==> src/rtl/sps_pkg.sv <==
`timescale 1ns / 1ps
// Shared types and constants for the speaker posterior segmenter.
// No dependencies; imported by every module of the block.
package sps_pkg;

  localparam int NUM_LANES = 4;
  localparam int POST_W    = 16;
  localparam int DUR_W     = 24;
  localparam int SPK_W     = 3;
  localparam int TIME_W    = 32;
  localparam int FRAME_W   = 24;
  localparam int LANE_W    = 2;
  localparam int CFG_IDX_W = 2;
  localparam int CFG_DAT_W = 24;

  // configuration register indexes
  localparam logic [CFG_IDX_W-1:0] CFG_THRESHOLD    = 2'd0;
  localparam logic [CFG_IDX_W-1:0] CFG_MAX_DURATION = 2'd1;
  localparam logic [CFG_IDX_W-1:0] CFG_SPEAKERS     = 2'd2;

  localparam logic [POST_W-1:0] THRESHOLD_RST    = 16'd16384;
  localparam logic [DUR_W-1:0]  MAX_DURATION_RST = 24'd20000;
  localparam logic [SPK_W-1:0]  SPEAKERS_RST     = 3'd3;

  // event kinds on the result channel
  localparam logic EV_START = 1'b0;
  localparam logic EV_STOP  = 1'b1;

  // per-lane outcome of one frame
  localparam logic [1:0] LC_NONE  = 2'd0;  // no event
  localparam logic [1:0] LC_START = 2'd1;  // start at frame time
  localparam logic [1:0] LC_STOP  = 2'd2;  // stop at frame time
  localparam logic [1:0] LC_SPLIT = 2'd3;  // stop+start at split, stop at frame time

  localparam logic [1:0] SPLIT_LAST_SUB = 2'd2;

  typedef struct packed {
    logic              restart;
    logic [POST_W-1:0] posterior_0;
    logic [POST_W-1:0] posterior_1;
    logic [POST_W-1:0] posterior_2;
    logic [POST_W-1:0] posterior_3;
  } in_item_t;

  typedef struct packed {
    logic [LANE_W-1:0] speaker;
    logic              event_kind;
    logic [TIME_W-1:0] event_time_ms;
    logic              last;
  } out_item_t;

  typedef struct packed {
    logic [1:0]        code;
    logic [TIME_W-1:0] split_ms;
    logic              active_nxt;
    logic [TIME_W-1:0] start_nxt;
  } lane_res_t;

  typedef struct packed {
    logic [NUM_LANES-1:0][1:0]        codes;
    logic [NUM_LANES-1:0][TIME_W-1:0] split_ms;
    logic [TIME_W-1:0]                t_ms;
  } frame_evt_t;

  typedef struct packed {
    logic busy;      // events of a frame still waiting in the buffer
    logic can_load;  // buffer is free for the next frame this cycle
  } mrg_stat_t;

endpackage

==> src/rtl/speaker_posterior_segmenter.sv <==
`timescale 1ns / 1ps
// Speaker posterior segmenter: per-frame speaker posteriors in, segment
// start/stop items out. Top level; depends on sps_pkg, sps_frame_clock,
// sps_lane and sps_merge.
//
// Input channel (in_valid/in_stall/in_item): one frame of up to four Q1.15
// posteriors plus a restart flag. Result channel (out_valid/out_stall/
// out_item): one start or stop event per item, lane order, last set on the
// final event of a frame. A frame with no event produces nothing.
// Configuration (cfg_we/cfg_index/cfg_wdata): threshold, max segment length,
// lanes in use; write only while the block is idle.
// All lanes decide in the cycle a frame is accepted; the merge stage then
// sends one event per cycle unless out_stall holds it. A frame's outcomes
// are registered in the merge buffer and then, one by one, in the output
// register. A frame has at most 12 events; the next frame is taken in the
// cycle the last event of the previous one enters the output register.
// Reset (rst_n low, synchronous) restores register defaults, clears the frame
// counter and all speaker activity. When out_stall is high the output item
// holds, the buffer holds, and in_stall rises once the buffer is occupied.
module speaker_posterior_segmenter import sps_pkg::*; #(
  parameter int AUDIO_RATE_HZ = 16000,
  parameter int MAX_SPEAKERS  = 4
) (
  input  logic                 clk,
  input  logic                 rst_n,
  input  logic                 in_valid,
  output logic                 in_stall,
  input  in_item_t             in_item,
  output logic                 out_valid,
  input  logic                 out_stall,
  output out_item_t            out_item,
  input  logic                 cfg_we,
  input  logic [CFG_IDX_W-1:0] cfg_index,
  input  logic [CFG_DAT_W-1:0] cfg_wdata
);

  localparam logic [SPK_W-1:0] MAX_SPK_V = SPK_W'(MAX_SPEAKERS);

  logic [POST_W-1:0] thr_r;
  logic [DUR_W-1:0]  maxdur_r;
  logic [SPK_W-1:0]  spk_r, lanes_used;

  logic [NUM_LANES-1:0]              active_r;
  logic [NUM_LANES-1:0][TIME_W-1:0]  start_r;
  logic [NUM_LANES-1:0][POST_W-1:0]  post;
  lane_res_t                         res [NUM_LANES];
  logic [NUM_LANES-1:0]              act_in;

  logic              accept, ev_any;
  logic [TIME_W-1:0] t_ms;
  frame_evt_t        evt;
  mrg_stat_t         mstat;

  always_ff @(posedge clk) begin
    if (!rst_n) begin
      thr_r    <= THRESHOLD_RST;
      maxdur_r <= MAX_DURATION_RST;
      spk_r    <= SPEAKERS_RST;
    end else if (cfg_we) begin
      unique case (cfg_index)
        CFG_THRESHOLD:    thr_r    <= cfg_wdata[POST_W-1:0];
        CFG_MAX_DURATION: maxdur_r <= cfg_wdata[DUR_W-1:0];
        CFG_SPEAKERS:     spk_r    <= cfg_wdata[SPK_W-1:0];
        default: ;
      endcase
    end
  end

  assign lanes_used = (spk_r > MAX_SPK_V) ? MAX_SPK_V : spk_r;
  assign accept     = in_valid && !in_stall;
  assign in_stall   = !mstat.can_load;

  assign post[0] = in_item.posterior_0;
  assign post[1] = in_item.posterior_1;
  assign post[2] = in_item.posterior_2;
  assign post[3] = in_item.posterior_3;

  sps_frame_clock #(
    .AUDIO_RATE_HZ(AUDIO_RATE_HZ)
  ) u_clock (
    .clk    (clk),
    .rst_n  (rst_n),
    .advance(accept),
    .restart(in_item.restart),
    .t_ms   (t_ms)
  );

  assign act_in = in_item.restart ? '0 : active_r;

  for (genvar j = 0; j < NUM_LANES; j++) begin : g_lane
    if (j < MAX_SPEAKERS) begin : g_on
      sps_lane u_lane (
        .en             (SPK_W'(j) < lanes_used),
        .posterior      (post[j]),
        .threshold      (thr_r),
        .max_duration_ms(maxdur_r),
        .active         (act_in[j]),
        .start_ms       (start_r[j]),
        .t_ms           (t_ms),
        .res            (res[j])
      );
    end else begin : g_off
      assign res[j].code       = LC_NONE;
      assign res[j].split_ms   = start_r[j];
      assign res[j].active_nxt = act_in[j];
      assign res[j].start_nxt  = start_r[j];
    end

    assign evt.codes[j]    = res[j].code;
    assign evt.split_ms[j] = res[j].split_ms;

    always_ff @(posedge clk) begin
      if (!rst_n) begin
        active_r[j] <= 1'b0;
      end else if (accept) begin
        active_r[j] <= res[j].active_nxt;
      end
    end

    always_ff @(posedge clk) begin
      if (accept) start_r[j] <= res[j].start_nxt;
    end
  end

  assign evt.t_ms = t_ms;

  always_comb begin
    ev_any = 1'b0;
    for (int i = 0; i < NUM_LANES; i++) begin
      if (evt.codes[i] != LC_NONE) ev_any = 1'b1;
    end
  end

  sps_merge u_merge (
    .clk      (clk),
    .rst_n    (rst_n),
    .load     (accept),
    .evt      (evt),
    .out_valid(out_valid),
    .out_stall(out_stall),
    .out_item (out_item),
    .stat     (mstat)
  );

  // a frame with events keeps the merge buffer occupied afterwards
  a_load_busy: assert property (@(posedge clk) disable iff (!rst_n)
    accept && ev_any |=> mstat.busy)
    else $error("frame events lost after acceptance");

  // an empty buffer never back-pressures the input
  a_idle_ready: assert property (@(posedge clk) disable iff (!rst_n)
    !mstat.busy |-> !in_stall)
    else $error("input stalled with empty merge buffer");

  // a non-final event being delivered means the rest of its frame is buffered
  a_frame_tail: assert property (@(posedge clk) disable iff (!rst_n)
    out_valid && !out_item.last |-> mstat.busy)
    else $error("frame ended without last flag");

endmodule

==> src/rtl/sps_frame_clock.sv <==
`timescale 1ns / 1ps
// Frame counter and frame time in ms, kept as quotient and remainder
// so each frame step is one add and compare. Depends on sps_pkg.
module sps_frame_clock import sps_pkg::*; #(
  parameter int AUDIO_RATE_HZ = 16000
) (
  input  logic              clk,
  input  logic              rst_n,
  input  logic              advance,
  input  logic              restart,
  output logic [TIME_W-1:0] t_ms
);

  // t = floor(((f*270 + 721)*2000 + SR) / (2*SR))
  localparam longint DEN  = 2 * longint'(AUDIO_RATE_HZ);
  localparam longint STEP = 270 * 2000;
  localparam longint QS   = STEP / DEN;
  localparam longint RS   = STEP % DEN;
  localparam longint N0   = 721 * 2000 + longint'(AUDIO_RATE_HZ);
  localparam longint Q0   = N0 / DEN;
  localparam longint R0   = N0 % DEN;
  localparam int     RW   = $clog2(DEN);

  localparam logic [TIME_W-1:0] Q0_V  = TIME_W'(Q0);
  localparam logic [TIME_W-1:0] QS_V  = TIME_W'(QS);
  localparam logic [RW-1:0]     R0_V  = RW'(R0);
  localparam logic [RW:0]       RS_V  = (RW+1)'(RS);
  localparam logic [RW:0]       DEN_V = (RW+1)'(DEN);

  logic [FRAME_W-1:0] fidx_r, fidx_nxt, base_f;
  logic [TIME_W-1:0]  q_r, q_nxt, base_q;
  logic [RW-1:0]      rem_r, rem_nxt, base_r;
  logic [RW:0]        rsum;

  always_comb begin
    base_f = restart ? '0 : fidx_r;
    base_q = restart ? Q0_V : q_r;
    base_r = restart ? R0_V : rem_r;
    rsum   = {1'b0, base_r} + RS_V;
    if (base_f == '1) begin
      // counter wraps, time starts over
      fidx_nxt = '0;
      q_nxt    = Q0_V;
      rem_nxt  = R0_V;
    end else if (rsum >= DEN_V) begin
      fidx_nxt = base_f + 1'b1;
      q_nxt    = base_q + QS_V + 1'b1;
      rem_nxt  = RW'(rsum - DEN_V);
    end else begin
      fidx_nxt = base_f + 1'b1;
      q_nxt    = base_q + QS_V;
      rem_nxt  = rsum[RW-1:0];
    end
  end

  assign t_ms = base_q;

  always_ff @(posedge clk) begin
    if (!rst_n) begin
      fidx_r <= '0;
      q_r    <= Q0_V;
      rem_r  <= R0_V;
    end else if (advance) begin
      fidx_r <= fidx_nxt;
      q_r    <= q_nxt;
      rem_r  <= rem_nxt;
    end
  end

endmodule

==> src/rtl/sps_lane.sv <==
`timescale 1ns / 1ps
// One speaker lane: threshold compare, split point and segment decision.
// Depends on sps_pkg.
module sps_lane import sps_pkg::*; (
  input  logic              en,
  input  logic [POST_W-1:0] posterior,
  input  logic [POST_W-1:0] threshold,
  input  logic [DUR_W-1:0]  max_duration_ms,
  input  logic              active,
  input  logic [TIME_W-1:0] start_ms,
  input  logic [TIME_W-1:0] t_ms,
  output lane_res_t         res
);

  logic [TIME_W:0]   split_sum;
  logic [TIME_W-1:0] split_ms;

  always_comb begin
    split_sum = {1'b0, start_ms} + {{(TIME_W+1-DUR_W){1'b0}}, max_duration_ms};
    split_ms  = split_sum[TIME_W] ? '1 : split_sum[TIME_W-1:0];

    res.code       = LC_NONE;
    res.split_ms   = split_ms;
    res.active_nxt = active;
    res.start_nxt  = start_ms;
    if (en) begin
      if (posterior > threshold) begin
        if (!active) begin
          res.code       = LC_START;
          res.active_nxt = 1'b1;
          res.start_nxt  = t_ms;
        end
      end else if (active) begin
        res.active_nxt = 1'b0;
        if (t_ms > split_ms) begin
          res.code      = LC_SPLIT;
          res.start_nxt = split_ms;
        end else begin
          res.code = LC_STOP;
        end
      end
    end
  end

endmodule

==> src/rtl/sps_merge.sv <==
`timescale 1ns / 1ps
// Merge stage: holds one frame's lane outcomes and serializes them,
// in lane order, into the output register. Depends on sps_pkg.
module sps_merge import sps_pkg::*; (
  input  logic       clk,
  input  logic       rst_n,
  input  logic       load,
  input  frame_evt_t evt,
  output logic       out_valid,
  input  logic       out_stall,
  output out_item_t  out_item,
  output mrg_stat_t  stat
);

  logic [NUM_LANES-1:0] pend_r, pend_nxt, rest;
  logic [1:0]           sub_r, sub_nxt;
  frame_evt_t           evt_r;
  logic                 out_valid_r;
  out_item_t            out_item_r;

  logic [LANE_W-1:0] cur;
  logic [1:0]        cur_code;
  logic              last_sub, move;
  out_item_t         ev;

  always_comb begin
    cur = '0;
    for (int i = NUM_LANES - 1; i >= 0; i--) begin
      if (pend_r[i]) cur = LANE_W'(i);
    end
    cur_code = evt_r.codes[cur];
    rest     = pend_r & ~(NUM_LANES'(1) << cur);

    ev.speaker       = cur;
    ev.event_kind    = EV_STOP;
    ev.event_time_ms = evt_r.t_ms;
    last_sub         = 1'b1;
    case (cur_code)
      LC_SPLIT: begin
        last_sub = (sub_r == SPLIT_LAST_SUB);
        if (sub_r == 2'd0) begin
          ev.event_time_ms = evt_r.split_ms[cur];
        end else if (sub_r == 2'd1) begin
          ev.event_kind    = EV_START;
          ev.event_time_ms = evt_r.split_ms[cur];
        end
      end
      LC_START: ev.event_kind = EV_START;
      default:  ev.event_kind = EV_STOP;
    endcase
    ev.last = last_sub && (rest == '0);

    move = (pend_r != '0) && (!out_valid_r || !out_stall);

    pend_nxt = pend_r;
    sub_nxt  = sub_r;
    if (move) begin
      if (last_sub) begin
        pend_nxt = rest;
        sub_nxt  = '0;
      end else begin
        sub_nxt = sub_r + 1'b1;
      end
    end
    if (load) begin
      for (int i = 0; i < NUM_LANES; i++) begin
        pend_nxt[i] = (evt.codes[i] != LC_NONE);
      end
      sub_nxt = '0;
    end

    stat.busy     = (pend_r != '0);
    stat.can_load = (pend_r == '0) || (move && ev.last);
  end

  always_ff @(posedge clk) begin
    if (!rst_n) begin
      pend_r      <= '0;
      sub_r       <= '0;
      out_valid_r <= 1'b0;
    end else begin
      pend_r <= pend_nxt;
      sub_r  <= sub_nxt;
      if (move) begin
        out_valid_r <= 1'b1;
      end else if (!out_stall) begin
        out_valid_r <= 1'b0;
      end
    end
  end

  always_ff @(posedge clk) begin
    if (load) evt_r <= evt;
    if (move) out_item_r <= ev;
  end

  assign out_valid = out_valid_r;
  assign out_item  = out_item_r;

endmodule

==> config.mk <==
export PLATFORM = sky130hd
export DESIGN_NAME = speaker_posterior_segmenter
export DESIGN_NICKNAME = d
export VERILOG_FILES = /design/src/rtl/sps_pkg.sv /design/src/rtl/speaker_posterior_segmenter.sv /design/src/rtl/sps_frame_clock.sv /design/src/rtl/sps_lane.sv /design/src/rtl/sps_merge.sv
export SDC_FILE = /design/constraint.sdc
export NUM_CORES = 1
export LEC_CHECK = 0
export BUFFER_PORTS_ARGS = -buffer_cell sky130_fd_sc_hd__buf_2
export CAP_MARGIN = 25
export CORE_MARGIN = 2
export CORE_UTILIZATION = 45
export DETAILED_ROUTE_END_ITERATION = 8
export GPL_TIMING_DRIVEN = 0
export SETUP_SLACK_MARGIN = 0.5
export SYNTH_ARGS = -nofsm -noshare
export SYNTH_HDL_FRONTEND = slang
export SYNTH_SLANG_ARGS = --single-unit
==> constraint.sdc <==
create_clock -name clk -period 9.4 [get_ports clk]
set_input_delay 0.94 -clock clk [delete_from_list [all_inputs] [get_ports clk]]
set_output_delay 0.94 -clock clk [all_outputs]
set_load 0.01 [all_outputs]
# Word-level counts from Yosys, hierarchy flattened
# Cells that the tools add are included.
# totals
in_bits,96
elab_cells,182
register_bits,457
# op_classes
mux,74
order_cmp,15
bitwise,3
shift,1
reduce_logical,37
n_eq_ne,12
addsub,10
# op_table
cell,n
32-bit two-way mux,22
33-bit two-way mux,9
32-bit by 24-bit adder with 33-bit output,4
32-bit greater-than comparator,4
32-bit binary-select mux with 2-bit select,1
16-bit greater-than comparator,4
24-bit two-way mux,2
15-bit two-way mux,3
2-bit two-way mux,18
"32-bit by 1-bit adder with 32-bit output, second input constant",1
"32-bit by 5-bit adder with 32-bit output, second input constant",1
2-bit nonzero test,14
"24-bit by 1-bit adder with 24-bit output, second input constant",1
"24-bit equality test, second input constant",1
5-bit AND reduction,4
"15-bit by 15-bit adder with 16-bit output, second input constant",1
"16-bit by 15-bit >= comparator with 1-bit output, second input constant",1
4-bit two-way mux,4
"15-bit subtractor, second input constant",1
1-bit two-way mux,12
4-bit zero test,2
"2-bit inequality test, second input constant",4
2-bit AND reduction,4
"2-bit by 1-bit equality test with 1-bit output, second input constant",3
20 further kinds,31

# Longest topological paths before layout
# logic_depth
depth_word,14
mapped_depth,21

# Hierarchy
# A second synthesis with hierarchy kept.
# hier_totals
cells_unflattened,3507
hier_area_um2,32755.2
# modules_own_cells
mod,seq_area_each_um2,cells_per_inst,area_each_um2,n_inst
sps_merge,6266.0,445,7971.4,1
speaker_posterior_segmenter,4784.6,332,5793.1,1
sps_frame_clock,1421.4,654,4913.5,1
sps_lane (g_lane[2].g_on.u_lane),0.0,563,3801.1,1
sps_lane (g_lane[0].g_on.u_lane),0.0,542,3575.9,1
sps_lane (g_lane[3].g_on.u_lane),0.0,499,3548.4,1
sps_lane (g_lane[1].g_on.u_lane),0.0,472,3151.8,1

# Worst setup path before layout
# OpenSTA, ideal clock, no wires.
# synth_path
path_type,register -> register
from,register maxdur_r[1]
to,"register start_r[64] (netlist bit), enable pin"
setup_slack_ps,2119
t_arrival_ps,6811
path_buffers,1
synth_period_minus_slack_ps,7281
path_stages_with_launch,20
setup_time_ps,470
cell_sequence,dfxtp_1 fa_1 a21o_1 nand4_1 a211oi_1 a211oi_1 a211oi_1 o21a_1 clkbuf_1 o21ai_0 o21a_1 ha_1 nand4_1 nor2_1 nand3_1 or3_1 or3_1 o221ai_1 o211ai_1 a21boi_0
# synth_via
elab_chain_len,5
# synth_lines
item,line,text
start: declaration,speaker_posterior_segmenter.sv:40,logic [DUR_W-1:0] maxdur_r;
start signal: assignment,speaker_posterior_segmenter.sv:62,CFG_MAX_DURATION: maxdur_r <= cfg_wdata[DUR_W-1:0];
32-bit by 24-bit adder with 33-bit output,sps_lane.sv:19,"split_sum = {1'b0, start_ms} + {{(TIME_W+1-DUR_W){1'b0}}, max_duration_ms};"
32-bit two-way mux,sps_lane.sv:20,split_ms = split_sum[TIME_W] ? '1 : split_sum[TIME_W-1:0];
32-bit greater-than comparator,sps_lane.sv:35,if (t_ms > split_ms) begin
2-bit nonzero test (no source line),--,
5-bit AND reduction (no source line),--,
end signal: indexed assignment,speaker_posterior_segmenter.sv:121,if (accept) start_r[j] <= res[j].start_nxt;
end: declaration,speaker_posterior_segmenter.sv:44,logic [NUM_LANES-1:0][TIME_W-1:0] start_r;
# No other way between the ends.
# A chain may end at the register's enable or synchronous reset.

# Worst setup path in the final report
# layout_path
from,register maxdur_r[0]
to,"register start_r[63] (netlist bit), enable pin"
# Same word-level chain as after synthesis.

==> flow_summary.yaml <==
yosys:
  synthesis.nets: 3902
  synth_compound_area_frac: 0.1884
  ys_ff_latch: 457
  seq_area_frac_synth: 0.4000
  yosysWarningCount: 0
  synth_top_family_by_area: "simple AND/OR/NAND/NOR gates"
  synth_xor_area_frac: 0.03090
  syn_inst: 3504
  synth-simple-area-share: 0.2010
  synthAdderAreaFrac: 0.1228
  ys_top_cells_by_area: "edfxtp_1 (32%), ha_1 (12%), dfxtp_1 (8.0%)"
  muxShareOfSynthArea: 0.01441
  async_flop_share: 0
  syn_avg_cell_area_sq_um: 8.897
  synth_top_area_frac: 0.3198
  synth_cell_type_count: 88
  synth_edf_count: 332
  ys.flop_type: "edfxtp_1"
  synth_top_area_cell: "edfxtp_1"
  synth_area_sq_mm: 0.03118
drt:
  ant_nets: 0
  first_iter_violations: 2895
  routed-via-count: 27700
  routedWlPerCell_um: 22.70
  dr.pass1.iters: 6
  drt_wl_total_um: 106400
  drc_errors: 0
  vias_per_cell: 5.911
setup_path:
  arrival_ns: 8.25
  rr_worst_depth: 21
  cp.required_ns: 9.65
  slowest_stage: "nor4_1"
  reg2reg_to: "start_r[63]"
  cp_cell_sequence: "ha_1 > fa_1 > a211oi_1 > o21ai_0 > a31oi_1 > a211oi_1 > a311oi_1 > or2_2 > clkbuf_1 > clkbuf_1 > and2_1 > ha_1 > nand4_1 > nor2_1 > nand2_1 > nor3_1 > nor4_1 > o21ai_0 > a311oi_1 > buf_2 > and2_2"
  critPathLaunchType: "flop"
  regToRegSetupSlack_ns: 1.40
  cp_top_family: "compound AO/OA/AOI/OAI gates"
  max_stage_delay_ns: 0.68
  end_kind: "flop"
  worst-path-buf-inv: 3
  cp_max_fo: 32
  worstSetupPathType: "reg2reg"
  reg2reg_from: "maxdur_r[0]"
clocking:
  cts_tree: "built"
  holdBufCountCts: 0
  clock_sinks: 457
  root_buffer: "clkbuf_16"
  cts_buffers: 54
  clk_pin_slew_ns: 0.06
  ctsResizeCount: 0
  cts_htree_levels: 2
  post-cts-setup-buffers: 0
  clkLatencyLatePin_ns: 0.63
  clockBufferDepth: 3
floorplanning:
  coreArea_sq_mm: 0.06859
  die_w_um: 267.2
  placementRows: 96
  dieArea_sq_mm: 0.07140
  initial_core_util: 0.4546
  io_pins: 134
  die_y_um: 267.2
placement:
  place_inst: 4587
  routabilityCongestion: 0.9529
  io_buffers: 133
  hpwl_um: 83390
sta:
  finClkSkew_ns: 0.01983
  holdWs_ns: 0.4498
  rsz0062_at_grt: "no"
  clock.fmax_ghz: 0.1249
  relSlewSlack: 0.2121
  slew_violations: 0
  tightest_slew_ns: 1.169
  setup_viol: 0
  finalCriticalPeriod_ns: 8.004
  min_period_over_period: 0.8515
  final_hold_viol_count: 0
power_and_ir_drop:
  p_int_mw: 5.293
  p_seq_frac: 0.376
  pwr-share-comb: 0.366
  p_leak_nw: 14.37
  clkPwrFrac: 0.258
  pwr_density_cell_mw_per_mm2: 244.2
  switchingPower_mw: 3.284
  total_power_mw: 8.576
  switching_share: 0.3829
  ir_drop_mv: 0.1676
hold_path:
  hold_class: "reg2reg"
  whs_path_depth: 1
  min_to: "u_clock.rem_r[4]"
  hp-start: "u_clock.rem_r[4]"
finish:
  drive_gt1_frac: 0.08018
  register_area_sq_mm: 0.01247
  nets: 4111
  multiInputGateArea_sq_mm: 0.01743
  final_util: 0.5120
  synthToLayoutAreaGrowth_pct: 12.64
  stdcell_count: 4686
  nFillCells: 6531
global_route:
  grt_pass1_vias: 26060
  overflow: 0
  grt_use_total: 0.2957
  grt_max_degree: 129
  grt_pass1_wl_um: 158800
  grt_antenna_before_repair: 0
run_status:
  status: "complete, no violations"
flow_run:
  maxCapViolCount: 0
cells in the mapped netlist (12+ instances only):
cell and count:
a211oi_1 32, a21boi_0 14, a21o_1 82, a21oi_1 286, a31oi_1 31, and2_1 51, and3_1 36, and4_1 16
clkbuf_1 129, dfxtp_1 125, edfxtp_1 332, ha_1 298, inv_1 191, mux2i_1 37, nand2_1 507, nand2b_1 23
nand3_1 113, nand4_1 65, nor2_1 227, nor2b_1 51, nor3_1 91, nor4_1 25, o2111ai_1 14, o211ai_1 28
o21a_1 50, o21ai_0 235, o21bai_1 12, o31ai_1 28, or2_2 17, or3_1 29, xnor2_1 71, xor2_1 39
state kept, by name (all words and copies together) (netlist names), 3 cells and up:
signal and flops:
u_merge.evt_r 168, start_r 128, u_merge.out_item 36, u_clock.q_r 32, maxdur_r 24, u_clock.fidx_r 24, thr_r 16, u_clock.rem_r 15
active_r 4, u_merge.pend_r 4, spk_r 3
power by group through the flow:
stage	combinational (mW)	sequential, mW	clock [mW]
after global placement	2.98	3.32	0
after floorplan	1.95	3.27	0
after detailed placement	3.11	3.25	0
final	3.13	3.23	2.22
after global routing	3.47	3.28	2.31
after CTS	3.12	3.22	2.24
worst max path at each step:
stage	start	end	depth (start not counted)
after floorplan	maxdur_r[1]	start_r[64]	19
after CTS	maxdur_r[0]	start_r[63]	21
final	maxdur_r[0]	start_r[63]	21
after detailed placement	in_item[64]	start_r[58]	17
after global routing	maxdur_r[0]	start_r[63]	21
after global placement	maxdur_r[1]	start_r[89]	19
metal layers:
layer  track usage  routed length (um)  vias to the layer above
met5             0                   0                        -
met4        0.1055                3856                        0
met3       0.03108                6577                      179
met2        0.4813               48560                      943
met1        0.4078               47390                    13260
li1              -                   -                    13320
cell families after synthesis:
logic type / after synthesis
and+or+nand+nor: 1308
AOI/OAI and AO/OA: 937
DFF: 457
buffers and inverters: 344
adders and majority gates: 304
xor gates and xnor gates: 110
muxes: 44
cell type report:
class,count,share of cell area
flip-flops and latches,457,0.3552
clock inverters,33,0.01033
clock buffers,64,0.04190
inverters,196,0.02116
repair buffers,153,0.02501
diodes,1,0.00007126
well taps,931,0.03317
multi-input cells,2703,0.4965
plain buffers,148,0.01671
worst register-to-register path, stage by stage (launching register included):
cell	delay, ns
dfxtp_1	0.47
ha_1	0.36
fa_1	0.44
a211oi_1	0.31
o21ai_0	0.17
a31oi_1	0.44
a211oi_1	0.27
a311oi_1	0.42
or2_2	0.18
clkbuf_1	0.38
clkbuf_1	0.46
and2_1	0.21
ha_1	0.23
nand4_1	0.14
nor2_1	0.08
nand2_1	0.08
nor3_1	0.13
nor4_1	0.68
o21ai_0	0.61
a311oi_1	0.58
buf_2	0.28
and2_2	0.69
layout by cell type (no fill, tap or decap), types with 11 or more instances in the layout:
cell type,n
mux2i_1,37
nand4_1,65
nand2b_1,23
nor2b_1,51
or3_1,29
nand3b_1,11
or2_2,17
and4_1,16
dfxtp_1,125
nand2_1,507
clkbuf_1,133
o21bai_1,12
a211oi_1,32
inv_1,190
nor2_1,227
a21oi_1,285
xor2_1,39
a21o_1,82
and2_1,50
ha_1,298
nand3_1,113
o2111ai_1,14
nor3_1,91
a31oi_1,31
xnor2_1,71
and3_1,36
buf_2,146
o21a_1,50
nor4_1,24
buf_1,11
o31ai_1,28
clkbuf_16,56
a21boi_0,13
or4_1,11
edfxtp_1,332
o21ai_0,235
o211ai_1,28
per-stage QoR:
step / setup TNS (ns) / cell area, sq um / setup WS [ns]
after floorplan: 0 / 31180 / 2.119
after global placement: -40.52 / 33010 / -1.109
after detailed placement: 0 / 33270 / 1.024
after CTS: 0 / 35110 / 1.337
after global routing: 0 / 35110 / 1.061
final: 0 / 35120 / 1.396
(Power assumes the default switching activity.)
